[src/rtl/core/tbj_pkg.sv]
// package for the two-bank record journal
// shared constants and the bytewise crc-32 step; no dependencies
package tbj_pkg;

   localparam int TBJ_BANK_DEPTH = 256;
   localparam int TBJ_REC_W = 128;
   localparam int TBJ_CRC_SPAN = 12;
   localparam logic [31:0] TBJ_CRC_POLY = 32'hEDB88320;
   localparam logic [31:0] TBJ_CRC_ONES = 32'hFFFFFFFF;
   localparam logic [7:0] TBJ_SLOT_NONE = 8'hFF;
   localparam logic [7:0] TBJ_SLOT_HIGHEST = 8'h01;

   localparam logic [1:0] TBJ_CMD_READ = 2'd0;
   localparam logic [1:0] TBJ_CMD_WRITE = 2'd1;
   localparam logic [1:0] TBJ_CMD_PRELOAD = 2'd2;
   localparam logic [1:0] TBJ_CMD_USED = 2'd3;

   // one byte into a reflected crc register, eight shift steps
   function automatic logic [31:0] crc_byte(input logic [31:0] c_i, input logic [7:0] b_i);
      logic [31:0] c;
      c = c_i ^ {24'd0, b_i};
      for (int k = 0; k < 8; k++) begin
         c = c[0] ? ((c >> 1) ^ TBJ_CRC_POLY) : (c >> 1);
      end
      return c;
   endfunction

endpackage

[src/rtl/core/tbj_crc_pipe.sv]
// twelve-stage crc-32 pipeline, one record byte per stage
// carries the record and its position along; depends on tbj_pkg
module tbj_crc_pipe #(
   parameter int IW = 8
) (
   input  logic                          clock,
   input  logic                          reset,
   input  logic                          in_valid,
   input  logic                          in_bank,
   input  logic [IW-1:0]                 in_idx,
   input  logic [tbj_pkg::TBJ_REC_W-1:0] in_rec,
   output logic                          out_valid,
   output logic                          out_bank,
   output logic [IW-1:0]                 out_idx,
   output logic [tbj_pkg::TBJ_REC_W-1:0] out_rec,
   output logic [31:0]                   out_crc
);

   localparam int NS = tbj_pkg::TBJ_CRC_SPAN;

   logic                          valid_ff [NS];
   logic                          bank_ff  [NS];
   logic [IW-1:0]                 idx_ff   [NS];
   logic [tbj_pkg::TBJ_REC_W-1:0] rec_ff   [NS];
   logic [31:0]                   crc_ff   [NS];
   logic [31:0]                   crc_in   [NS];

   always_comb begin
      crc_in[0] = tbj_pkg::crc_byte(tbj_pkg::TBJ_CRC_ONES, in_rec[7:0]);
      for (int k = 1; k < NS; k++) begin
         crc_in[k] = tbj_pkg::crc_byte(crc_ff[k-1], rec_ff[k-1][8*k +: 8]);
      end
   end

   always_ff @(posedge clock) begin
      if (reset) begin
         for (int k = 0; k < NS; k++) begin
            valid_ff[k] <= 1'b0;
         end
      end else begin
         valid_ff[0] <= in_valid;
         for (int k = 1; k < NS; k++) begin
            valid_ff[k] <= valid_ff[k-1];
         end
      end
      bank_ff[0] <= in_bank;
      idx_ff[0]  <= in_idx;
      rec_ff[0]  <= in_rec;
      crc_ff[0]  <= crc_in[0];
      for (int k = 1; k < NS; k++) begin
         bank_ff[k] <= bank_ff[k-1];
         idx_ff[k]  <= idx_ff[k-1];
         rec_ff[k]  <= rec_ff[k-1];
         crc_ff[k]  <= crc_in[k];
      end
   end

   assign out_valid = valid_ff[NS-1];
   assign out_bank  = bank_ff[NS-1];
   assign out_idx   = idx_ff[NS-1];
   assign out_rec   = rec_ff[NS-1];
   assign out_crc   = crc_ff[NS-1] ^ tbj_pkg::TBJ_CRC_ONES;

endmodule
[config.mk]
export PLATFORM = sky130hd
export DESIGN_NAME = tbj_crc_pipe
export DESIGN_NICKNAME = d
export VERILOG_FILES = /design/src/rtl/core/tbj_pkg.sv /design/src/rtl/core/tbj_crc_pipe.sv
export SDC_FILE = /design/constraint.sdc
export NUM_CORES = 1
export LEC_CHECK = 0
export BUFFER_PORTS_ARGS = -buffer_cell sky130_fd_sc_hd__clkbuf_2
export CAP_MARGIN = 20
export CORE_UTILIZATION = 35
export DETAILED_ROUTE_END_ITERATION = 16
export GPL_TIMING_DRIVEN = 0
export SLEW_MARGIN = 15
export SYNTH_ARGS = -nofsm -noshare
export SYNTH_HDL_FRONTEND = slang
export SYNTH_SLANG_ARGS = --single-unit
[constraint.sdc]
create_clock -name clock -period 4.8 [get_ports clock]
set_input_delay 0.72 -clock clock [delete_from_list [all_inputs] [get_ports clock]]
set_output_delay 0.72 -clock clock [all_outputs]
set_load 0.005 [all_outputs]
; Word level (Yosys, flattened, before mapping)
; Memories as Yosys holds them, arrays and structs flattened.
; Index checks and enable logic that the tools add are counted.
[word_totals]
in_bits = 140
latchBits = 0
output_inout_bits = 170
wordCells = 237
register_bits = 0
rom_bits = 0
n_memories = 5
mem_bits_rw = 2040
[classes]
div = 0
n_eq_ne = 0
n_reduce_logical = 0
n_mux = 111
bitwise_logic = 121
shift = 0
mul = 0
order_cmp = 0
add_sub_neg = 0
[mem_list]
columns = name, words, width, rd, rd_clocked_by_memory_dff, wr, line
row1 = rec_ff, 12, 128, 12, 0, 12, tbj_crc_pipe.sv:24  ; logic [tbj_pkg::TBJ_REC_W-1:0] rec_ff [NS];
row2 = crc_ff, 12, 32, 12, 0, 12, tbj_crc_pipe.sv:25  ; logic [31:0] crc_ff [NS];
row3 = idx_ff, 12, 8, 12, 0, 12, tbj_crc_pipe.sv:23  ; logic [IW-1:0] idx_ff [NS];
row4 = bank_ff, 12, 1, 12, 0, 12, tbj_crc_pipe.sv:22  ; logic bank_ff [NS];
row5 = valid_ff, 12, 1, 12, 0, 12, tbj_crc_pipe.sv:21  ; logic valid_ff [NS];
[ops]
columns = op, n
row1 = two-way mux 32 bit, 96
row2 = inverter 13 -> 14 bit, 96
row3 = XOR 32 x 8 -> 32 bit, 11
row4 = inverter 32 bit, 1
row5 = inverter 8 -> 32 bit, 1
row6 = two-way mux 1 bit, 15
row7 = OR 1 bit, 12

; Logic depth before layout (Yosys ltp)
; Gate-level depths: netlist of the first run.
[depth]
ltp_word = 17
mapped_depth = 5
depth_no_buf = 4

; Worst setup path before layout of the first run
; No wires, ideal clock.
[synth_path]
path_kind = input to register
start = input in_rec[1] (netlist bit)
end = memory crc_ff[0][27]
setup_time_ns = 0.072
cell_stages = 5
slack_ns = 2.933
n_path_buf = 1
required_time_ns = 4.728
t_arrival_ns = 1.795
cell_sequence = buf_2 > xor2_2 > xnor2_1 > xor2_1 > xor2_1
[synth_lines]
columns = item, line
row1 = from (decl), tbj_crc_pipe.sv:11  ; input logic [tbj_pkg::TBJ_REC_W-1:0] in_rec,
row2 = to (decl), tbj_crc_pipe.sv:25

==> impl_metrics.toml, run 1 <==
[worst_setup_path]
critPathKind = "reg2reg"
worstReg2RegEnd = "crc_ff[1][50]$_DFF_P_"
crit_buf_inv = 0
worstPathArrival_ps = 2910
worst-path-stages = 4
cp_slowest_cell = "xnor3_1"
crit_top_cell = "xor2_1"
critical-path-top-delay-family = "XOR/XNOR gates"
startpoint_type = "flop"
slowest_delay_ps = 660
crit_path_max_fanout = 5
r2r_slack_ps = 2560
required_ps = 5460
cp_cell_sequence = "xor2_1, xnor3_1, xor2_1, xnor2_1"
rr_startpoint = "rec_ff[4][46]$_DFF_P_"
cp-end-kind = "flop"
reg2reg_depth = 4

[die]
die_area_um2 = 143000
start_util_pct = 35.4
ios = 310
core_area_um2 = 140000
die_w_um = 378
die_h_um = 378
num_rows = 137

[placed_design]
routabilityCongestion = 0.785
hpwl_mm = 46.9
place_inst = 5095
port_buffers = 309

[timing]
slew_headroom_pct = 37.2
fin_skew_ps = 30.6
finalSetupViolCount = 0
fmax_ghz = 0.446
fin_crit_ps = 2240
slew_violations = 0
worstMarginPinSlew_ps = 935
hold_violations = 0
finalCritPeriodShare_pct = 46.8
fin_setup_tns_ps = 0
rsz0062_at_grt = "no"

[route]
drt_first_iter_violations = 569
drtAntennaViolNets = 0
dr.pass1.iters = 4
wl_met1_mm = 31.7
wl_per_cell_um = 12.7
dr_wl_met3_mm = 3.95
vias = 19400
top_layer_used = "met5"
finalWirelength_mm = 70.7
drc = 0
met2_length_mm = 32.8
vias_per_cell = 3.48

[outcome]
outcome = "finished, final reports clean"

[clock_network]
clk_latency_ps = 790
cts_root_buf = "clkbuf_16"
cts_buffer_depth = 3
cts_made_buffers = 189
cts_resized = 0
clk_pin_slew_worst_paths_ps = 60
cts_tree = "built"
cts_max_level = 4
cts.sinks = 2036

[hold_path]
hold_path_depth = 1
min_path_type = "in2reg"
whs_endpoint = "rec_ff[0][40]$_DFF_P_"
holdCritStartpoint = "in_rec[40]"

[synth]
synthCells = 2910
ys_seq_elements = 2036
synth_warnings = 0
synth_area_um2 = 49500
yosysSeqAreaShare_pct = 82.4
synth_nets = 3050
ys_top_cells_by_area = "dfxtp_1, xnor2_1, xnor2_2, xor2_1, xnor3_1"
yosysTopAreaCell = "dfxtp_1"
ys_types = 15
synth.top_cell.area_share_pct = 82.4
postSynthAreaPerCell_um2 = 17.0

[pwr]
p_per_area_nw_per_um2 = 833
p_leak_nw = 25.4
vdd.ir_drop.worst_mv = 0.377
p_total_mw = 51.4

[global_route]
grt-ovfl-total = 0
grt_pass1_wl_mm = 109
grt_max_degree = 17
grt_pass1_vias = 20100
grtUsageTotal_pct = 10.0
antenna_found_initial = 3

[cells_and_area]
final_nets = 3684
fin_cells = 5579
area_delta_synth_final_pct = 24.5
num-fill-cells = 12400
drive_gt1_share_pct = 20.4

[job]
cap_viol_max_count = 0
## placed cells by master (no fill, tap or decap)
| cell type | Yosys | layout |
|---|---|---|
| xor2_2 | 12 | 12 |
| clkinvlp_4 | 0 | 18 |
| xor2_4 | 8 | 8 |
| inv_6 | 0 | 7 |
| buf_2 | 2 | 2 |
| dlygate4sd3_1 | 0 | 134 |
| xnor2_2 | 77 | 77 |
| inv_16 | 0 | 2 |
| clkbuf_16 | 0 | 190 |
| xnor3_2 | 3 | 3 |
| clkinv_16 | 0 | 7 |
| buf_4 | 8 | 8 |
| clkinv_2 | 0 | 28 |
| clkinv_8 | 0 | 5 |
| xor2_1 | 118 | 118 |
| xnor2_4 | 10 | 10 |
| dfxtp_1 | 2036 | 2036 |
| xnor3_1 | 15 | 15 |
| bufinv_16 | 0 | 31 |
| clkbuf_8 | 0 | 29 |
| xor3_1 | 4 | 4 |
| nor2b_1 | 12 | 12 |
| clkbuf_1 | 8 | 31 |
| xnor2_1 | 564 | 564 |
| clkbuf_2 | 0 | 309 |
| clkinv_4 | 0 | 7 |
| inv_1 | 33 | 33 |
| diode_2 | 0 | 3 |
## routing by layer
layer	vias to the layer above	track usage (%)
met5	-	0
met4	6	4.56
li1	10200	-
met1	8638	11.9
met2	385	16.3
met3	154	3.40
## cells by family after synthesis
logic type	share of synthesized area (%)
buf+inv	0.453
flops	82.4
xor+xnor	17.0
simple gates	0.152
## report_power, final
part | switching, mW | internal [mW] | leakage (nW) | total (mW)
Sequential | 1.06 | 19.9 | 17.2 | 21.0
Clock | 6.34 | 9.49 | 3.32 | 15.8
Combinational | 7.05 | 7.51 | 4.92 | 14.6
Total | 14.4 | 36.9 | 25.4 | 51.4
## synth_stat cells
library cell,number
buf_4,8
xor2_1,118
nor2b_1,12
xnor3_2,3
inv_1,33
xnor3_1,15
clkbuf_1,8
dfxtp_1,2036
xnor2_1,564
xor2_2,12
buf_2,2
xor3_1,4
xor2_4,8
xnor2_4,10
xnor2_2,77
## registers in the layout, indices dropped and copies added (netlist names)
register  count
rec_ff     1536
crc_ff      380
idx_ff       96
bank_ff      12
valid_ff     12
## layout make-up
cell class                      count  area, um2  share of cell area [%]
Sequential cell                  2036      40800                    66.1
Multi-Input combinational cell    823       8500                    13.8
Clock buffer                      242       5240                    8.50
Timing Repair Buffer              443       2890                    4.69
Tap cell                         1876       2350                    3.81
Clock inverter                    105       1660                    2.69
Inverter                           33        124                   0.201
Buffer                             18        100                   0.162
Antenna cell                        3       7.51                  0.0122
## through the flow
stage	instance area (um2)	util [%]	hold slack (ps)	worst slack, ps
final	61600	44.1	86.5	2560
after global routing	61600	44.0	11.4	2430
after CTS	61600	44.0	7.02	2550
after detailed placement	53400	38.2	312	2530
after global placement	53400	38.2	309	2570
after floorplan	49500	-	310	2930
## worst max-delay path by stage
stage	from	endpoint	slack [ps]
2_1_floorplan	in_rec[1]	crc_ff[0][27]$_DFF_P_	2930
3_3_place_gp	in_rec[1]	crc_ff[0][27]$_DFF_P_	2570
3_5_place_dp	in_rec[1]	crc_ff[0][27]$_DFF_P_	2530
4_1_cts	rec_ff[4][46]$_DFF_P_	crc_ff[1][50]$_DFF_P_	2550
5_1_grt	rec_ff[4][46]$_DFF_P_	crc_ff[1][50]$_DFF_P_	2430
6_report	rec_ff[4][46]$_DFF_P_	crc_ff[1][50]$_DFF_P_	2560
## what timing repair did
action,CTS,global route
endpoints found under the hold margin,134,0
hold buffers,134,0
buffers inserted,0,0
No activity file was read; power rests on OpenSTA's default activity.
==> run 2: changes to the inputs <==
Clock period 4.8 ns to 2.2 ns, I/O delays scaled along.
==> impl_metrics.toml, run 2 (synthesis gave the netlist of run 1 again) <==
[route]
vias = 19400
finalWirelength_mm = 70.7
drtAntennaViolNets = 0
drc = 0
wl_per_cell_um = 12.7
dr.pass1.iters = 4
vias_per_cell = 3.48
drt_first_iter_violations = 586

[die]
start_util_pct = 35.4
ios = 310
die_h_um = 378
die_area_um2 = 143000
core_area_um2 = 140000
num_rows = 137
die_w_um = 378

[placed_design]
hpwl_mm = 46.9
dpl_cell_area_um2 = 53400
port_buffers = 309
routabilityCongestion = 0.785

[cells_and_area]
top_register = "rec_ff"
reg_top3 = "rec_ff (1536), crc_ff (380), idx_ff (96)"
area_delta_synth_final_pct = 24.7
layout_commonest_cell = "dfxtp_1"
mostFrequentLayoutCells = "dfxtp_1, xnor2_1, clkbuf_2"
fin_area_um2 = 61700
drive_gt1_share_pct = 20.4
final_nets = 3689
largest_reg_flops = 1536

[clock_network]
cts_buffer_depth = 3
clk_pin_slew_worst_paths_ps = 60
cts_root_buf = "clkbuf_16"
clk_latency_ps = 790
cts_tree = "built"
cts_made_buffers = 189
cts.sinks = 2036
cts_max_level = 4
post-cts-setup-buffers = 0

[worst_setup_path]
critPathKind = "reg2reg"
required_ps = 2860
worstPathArrival_ps = 2720
cp-end-kind = "flop"
startpoint_type = "flop"
crit_path_max_fanout = 5

[job]
cap_viol_max_count = 0

[timing]
fin_crit_ps = 2060
worstMarginPinSlew_ps = 857
whs_ps = 165
rsz0062_at_grt = "no"
hold_violations = 0
slew_violations = 0
slew_headroom_pct = 42.4
fmax_ghz = 0.485
finalSetupViolCount = 0
fin_skew_ps = 30.8
finalCritPeriodShare_pct = 93.6

[global_route]
grtUsageTotal_pct = 10.0
grt-ovfl-total = 0
grt_max_degree = 17
grt_pass1_vias = 20100
grt_pass1_wl_mm = 109
antenna_found_initial = 3

[hold_path]
min_path_type = "in2reg"

[pwr]
p_total_mw = 112
p_leak_nw = 25.5
p_per_area_nw_per_um2 = 1820
vdd.ir_drop.worst_mv = 0.823

[outcome]
outcome = "finished, final reports clean"
run 2: cell count changes in the layout (fill, tap and decap cells not counted):
cell | previous run | this run
xnor2_2 | 77 | 78
dlygate4sd3_1 | 134 | 139
xnor3_1 | 15 | 14
xnor2_1 | 564 | 563
xor2_2 | 12 | 13
xnor3_2 | 3 | 4
xor2_1 | 118 | 117
run 2: timing repair:
item	in CTS	in global routing
endpoints found under the setup margin	2	4
gates resized for setup	1	2
hold buffers	139	0
endpoints found under the hold margin	158	0
run 2: worst max-delay path, stage by stage (launching register included):
cell and delay [ps]:
dfxtp_1 570, xor2_2 360, xnor3_2 600, xor2_1 300, xnor2_1 110
run 2: path summary, 6_finish.rpt:
kind / slack (ps) / to / startpoint / cells past startpoint
max reg2reg: 140 / crc_ff[1][50]$_DFF_P_ / rec_ff[4][46]$_DFF_P_ / 4
min: 170 / rec_ff[0][9]$_DFF_P_ / in_rec[9] / 2
min reg2reg: 290 / rec_ff[4][66]$_DFF_P_ / rec_ff[3][66]$_DFF_P_ / 0
max: 140 / crc_ff[1][50]$_DFF_P_ / rec_ff[4][46]$_DFF_P_ / 4
run 2: layout make-up:
| cell class | instances | area [um2] |
|---|---|---|
| Buffer | 18 | 100 |
| Timing Repair Buffer | 448 | 2940 |
| Inverter | 33 | 124 |
| Tap cell | 1876 | 2350 |
| Clock inverter | 105 | 1660 |
| Sequential cell | 2036 | 40800 |
| Clock buffer | 242 | 5240 |
| Multi-Input combinational cell | 823 | 8510 |
| Antenna cell | 3 | 7.51 |
| Fill cell | 12400 | 78200 |
run 2: power by group:
| part | switching, mW | internal (mW) | total, mW | leakage [nW] |
|---|---|---|---|---|
| Combinational | 15.4 | 16.4 | 31.8 | 4.95 |
| Clock | 13.8 | 20.7 | 34.5 | 3.32 |
| Sequential | 2.32 | 43.4 | 45.7 | 17.2 |
| Total | 31.5 | 80.5 | 112 | 25.5 |
run 2: routing by layer:
metal / vias up / global-route usage (%) / wire (um) / part of all wire, %
li1: 10200 / - / - / -
met1: 8667 / 11.9 / 31700 / 45
met2: 383 / 16.4 / 32900 / 47
met3: 156 / 3.40 / 3900 / 5.5
met4: 6 / 4.56 / 2150 / 3.0
met5: - / 0 / 49 / 0.069
run 2: through the flow:
step / setup slack, ps / std cells / TNS, ps / utilization, %
after CTS: 1.51 / 5581 / 0 / 44.1
after global routing: 26.6 / 5581 / 0 / 44.1
after global placement: -17.1 / 5095 / -32.3 / 38.2
after detailed placement: 18.2 / 5095 / 0 / 38.2
final: 140 / 5584 / 0 / 44.1
after floorplan: 523 / 2910 / 0 / -
==> run 3: changes to the inputs <==
Settings changed: GPL_TIMING_DRIVEN 0 to 1.
==> impl_metrics.toml, run 3 (synthesis gave the netlist of run 1 again) <==
[route]
vias = 19700
vias_per_cell = 3.50
finalWirelength_mm = 73.2
drt_first_iter_violations = 668
wl_per_cell_um = 13.0
dr.pass1.iters = 4
drc = 0
drtAntennaViolNets = 0

[clock_network]
cts_buffer_depth = 3
clk_pin_slew_worst_paths_ps = 60
clk_latency_ps = 780
cts.sinks = 2036
cts_tree = "built"
cts_resized = 0
post-cts-setup-buffers = 0
cts_max_level = 4
cts_root_buf = "clkbuf_16"
cts_made_buffers = 193

[timing]
worstMarginPinSlew_ps = 776
hold_violations = 0
finalSetupViolCount = 0
setup_ws_ps = 296
whs_ps = 185
rsz0062_at_grt = "no"
fin_crit_ps = 1900
fin_skew_ps = 35.9
slew_violations = 0
finalCritPeriodShare_pct = 86.6
fin_setup_tns_ps = 0
fmax_ghz = 0.525
slew_headroom_pct = 47.9

[worst_setup_path]
startpoint_type = "flop"
r2r_slack_ps = 300
cp-end-kind = "flop"
crit_path_max_fanout = 7
critPathKind = "reg2reg"
required_ps = 2850
worstPathArrival_ps = 2550

[cells_and_area]
largest_reg_flops = 1536
area_delta_synth_final_pct = 24.6
drive_gt1_share_pct = 20.7
layout_commonest_cell = "dfxtp_1"
reg_top3 = "rec_ff (1536), crc_ff (380), idx_ff (96)"
mostFrequentLayoutCells = "dfxtp_1, xnor2_1, clkbuf_2"
top_register = "rec_ff"
final_nets = 3711
fin_util_pct = 44.1
num-fill-cells = 12400

[die]
core_area_um2 = 140000
die_w_um = 378
die_area_um2 = 143000
start_util_pct = 35.4
ios = 310
die_h_um = 378
num_rows = 137

[global_route]
grt-ovfl-total = 0
grt_pass1_vias = 20600
top_usage_layer = "met2"
use_met1_pct = 12.7
met3_usage_pct = 3.09
grt_max_degree = 17
grt_use_met2_pct = 16.7
grt_pass1_wl_mm = 113
antenna_found_initial = 7
grtUsageTotal_pct = 10.4

[job]
cap_viol_max_count = 0

[placed_design]
hpwl_mm = 49.2
routabilityCongestion = 0.781
dpl_worst_slack_ps = 257
port_buffers = 309

[hold_path]
min_path_type = "in2reg"

[pwr]
p_int_mw = 80.1
combPwrFrac_pct = 28.9
power.net_switching_mw = 31.6
p_per_area_nw_per_um2 = 1810
seqPwrFrac_pct = 41.1
p_total_mw = 112
pwr-share-clk_pct = 30.0
swShare_pct = 28.3
vdd.ir_drop.worst_mv = 1.02
p_leak_nw = 25.5

[outcome]
outcome = "finished, final reports clean"
-- run 3: worst max-delay path, cell delays in order (launching register included) --
cell     delay (ps)
dfxtp_1         430
xor2_4          380
xnor3_2         580
xor2_1          270
xnor2_1         120
-- run 3: power groups by stage --
stage                     combinational, mW  clock, mW  sequential (mW)
after global placement                 32.2          0             46.8
after global routing                   35.5       36.3             46.4
after CTS                              32.9       34.7             46.1
after detailed placement               32.6          0             46.9
after floorplan                        26.0          0             45.9
final                                  32.2       33.5             45.9
-- run 3: routing by layer --
metal	up-vias	wire, um
li1	10300	-
met1	8844	33300
met3	167	3880
met2	381	33600
met5	-	0
met4	0	2360
-- run 3: worst paths after layout --
check,startpoint,endpoint,cells after the start
setup / recovery,rec_ff[8][72]$_DFF_P_,crc_ff[2][50]$_DFF_P_,4
hold / removal,in_rec[59],rec_ff[0][59]$_DFF_P_,2
setup reg to reg,rec_ff[8][72]$_DFF_P_,crc_ff[2][50]$_DFF_P_,4
hold reg to reg,rec_ff[9][37]$_DFF_P_,rec_ff[10][37]$_DFF_P_,0
-- run 3: final cells by class --
cell class	count	area [um2]	area share, %
antenna	6	15.0	0.0244
clock buffer	260	5340	8.67
clock inverter	100	1340	2.18
inverter	33	124	0.201
multi-input combinational	823	8500	13.8
sequential	2036	40800	66.1
tap	1876	2350	3.81
timing repair buffer	484	3210	5.21
-- run 3: what timing repair did --
item                                    CTS  global route
hold buffers                            140             0
hold endpoints to repair                165             0
endpoints found under the setup margin    0             0
-- run 3: through the flow --
step           std cells  cell area, um2
3_3_place_gp        5112           53500
4_1_cts             5612           61600
5_1_grt             5614           61600
2_1_floorplan       2910           49500
3_5_place_dp        5112           53500
6_report            5618           61600
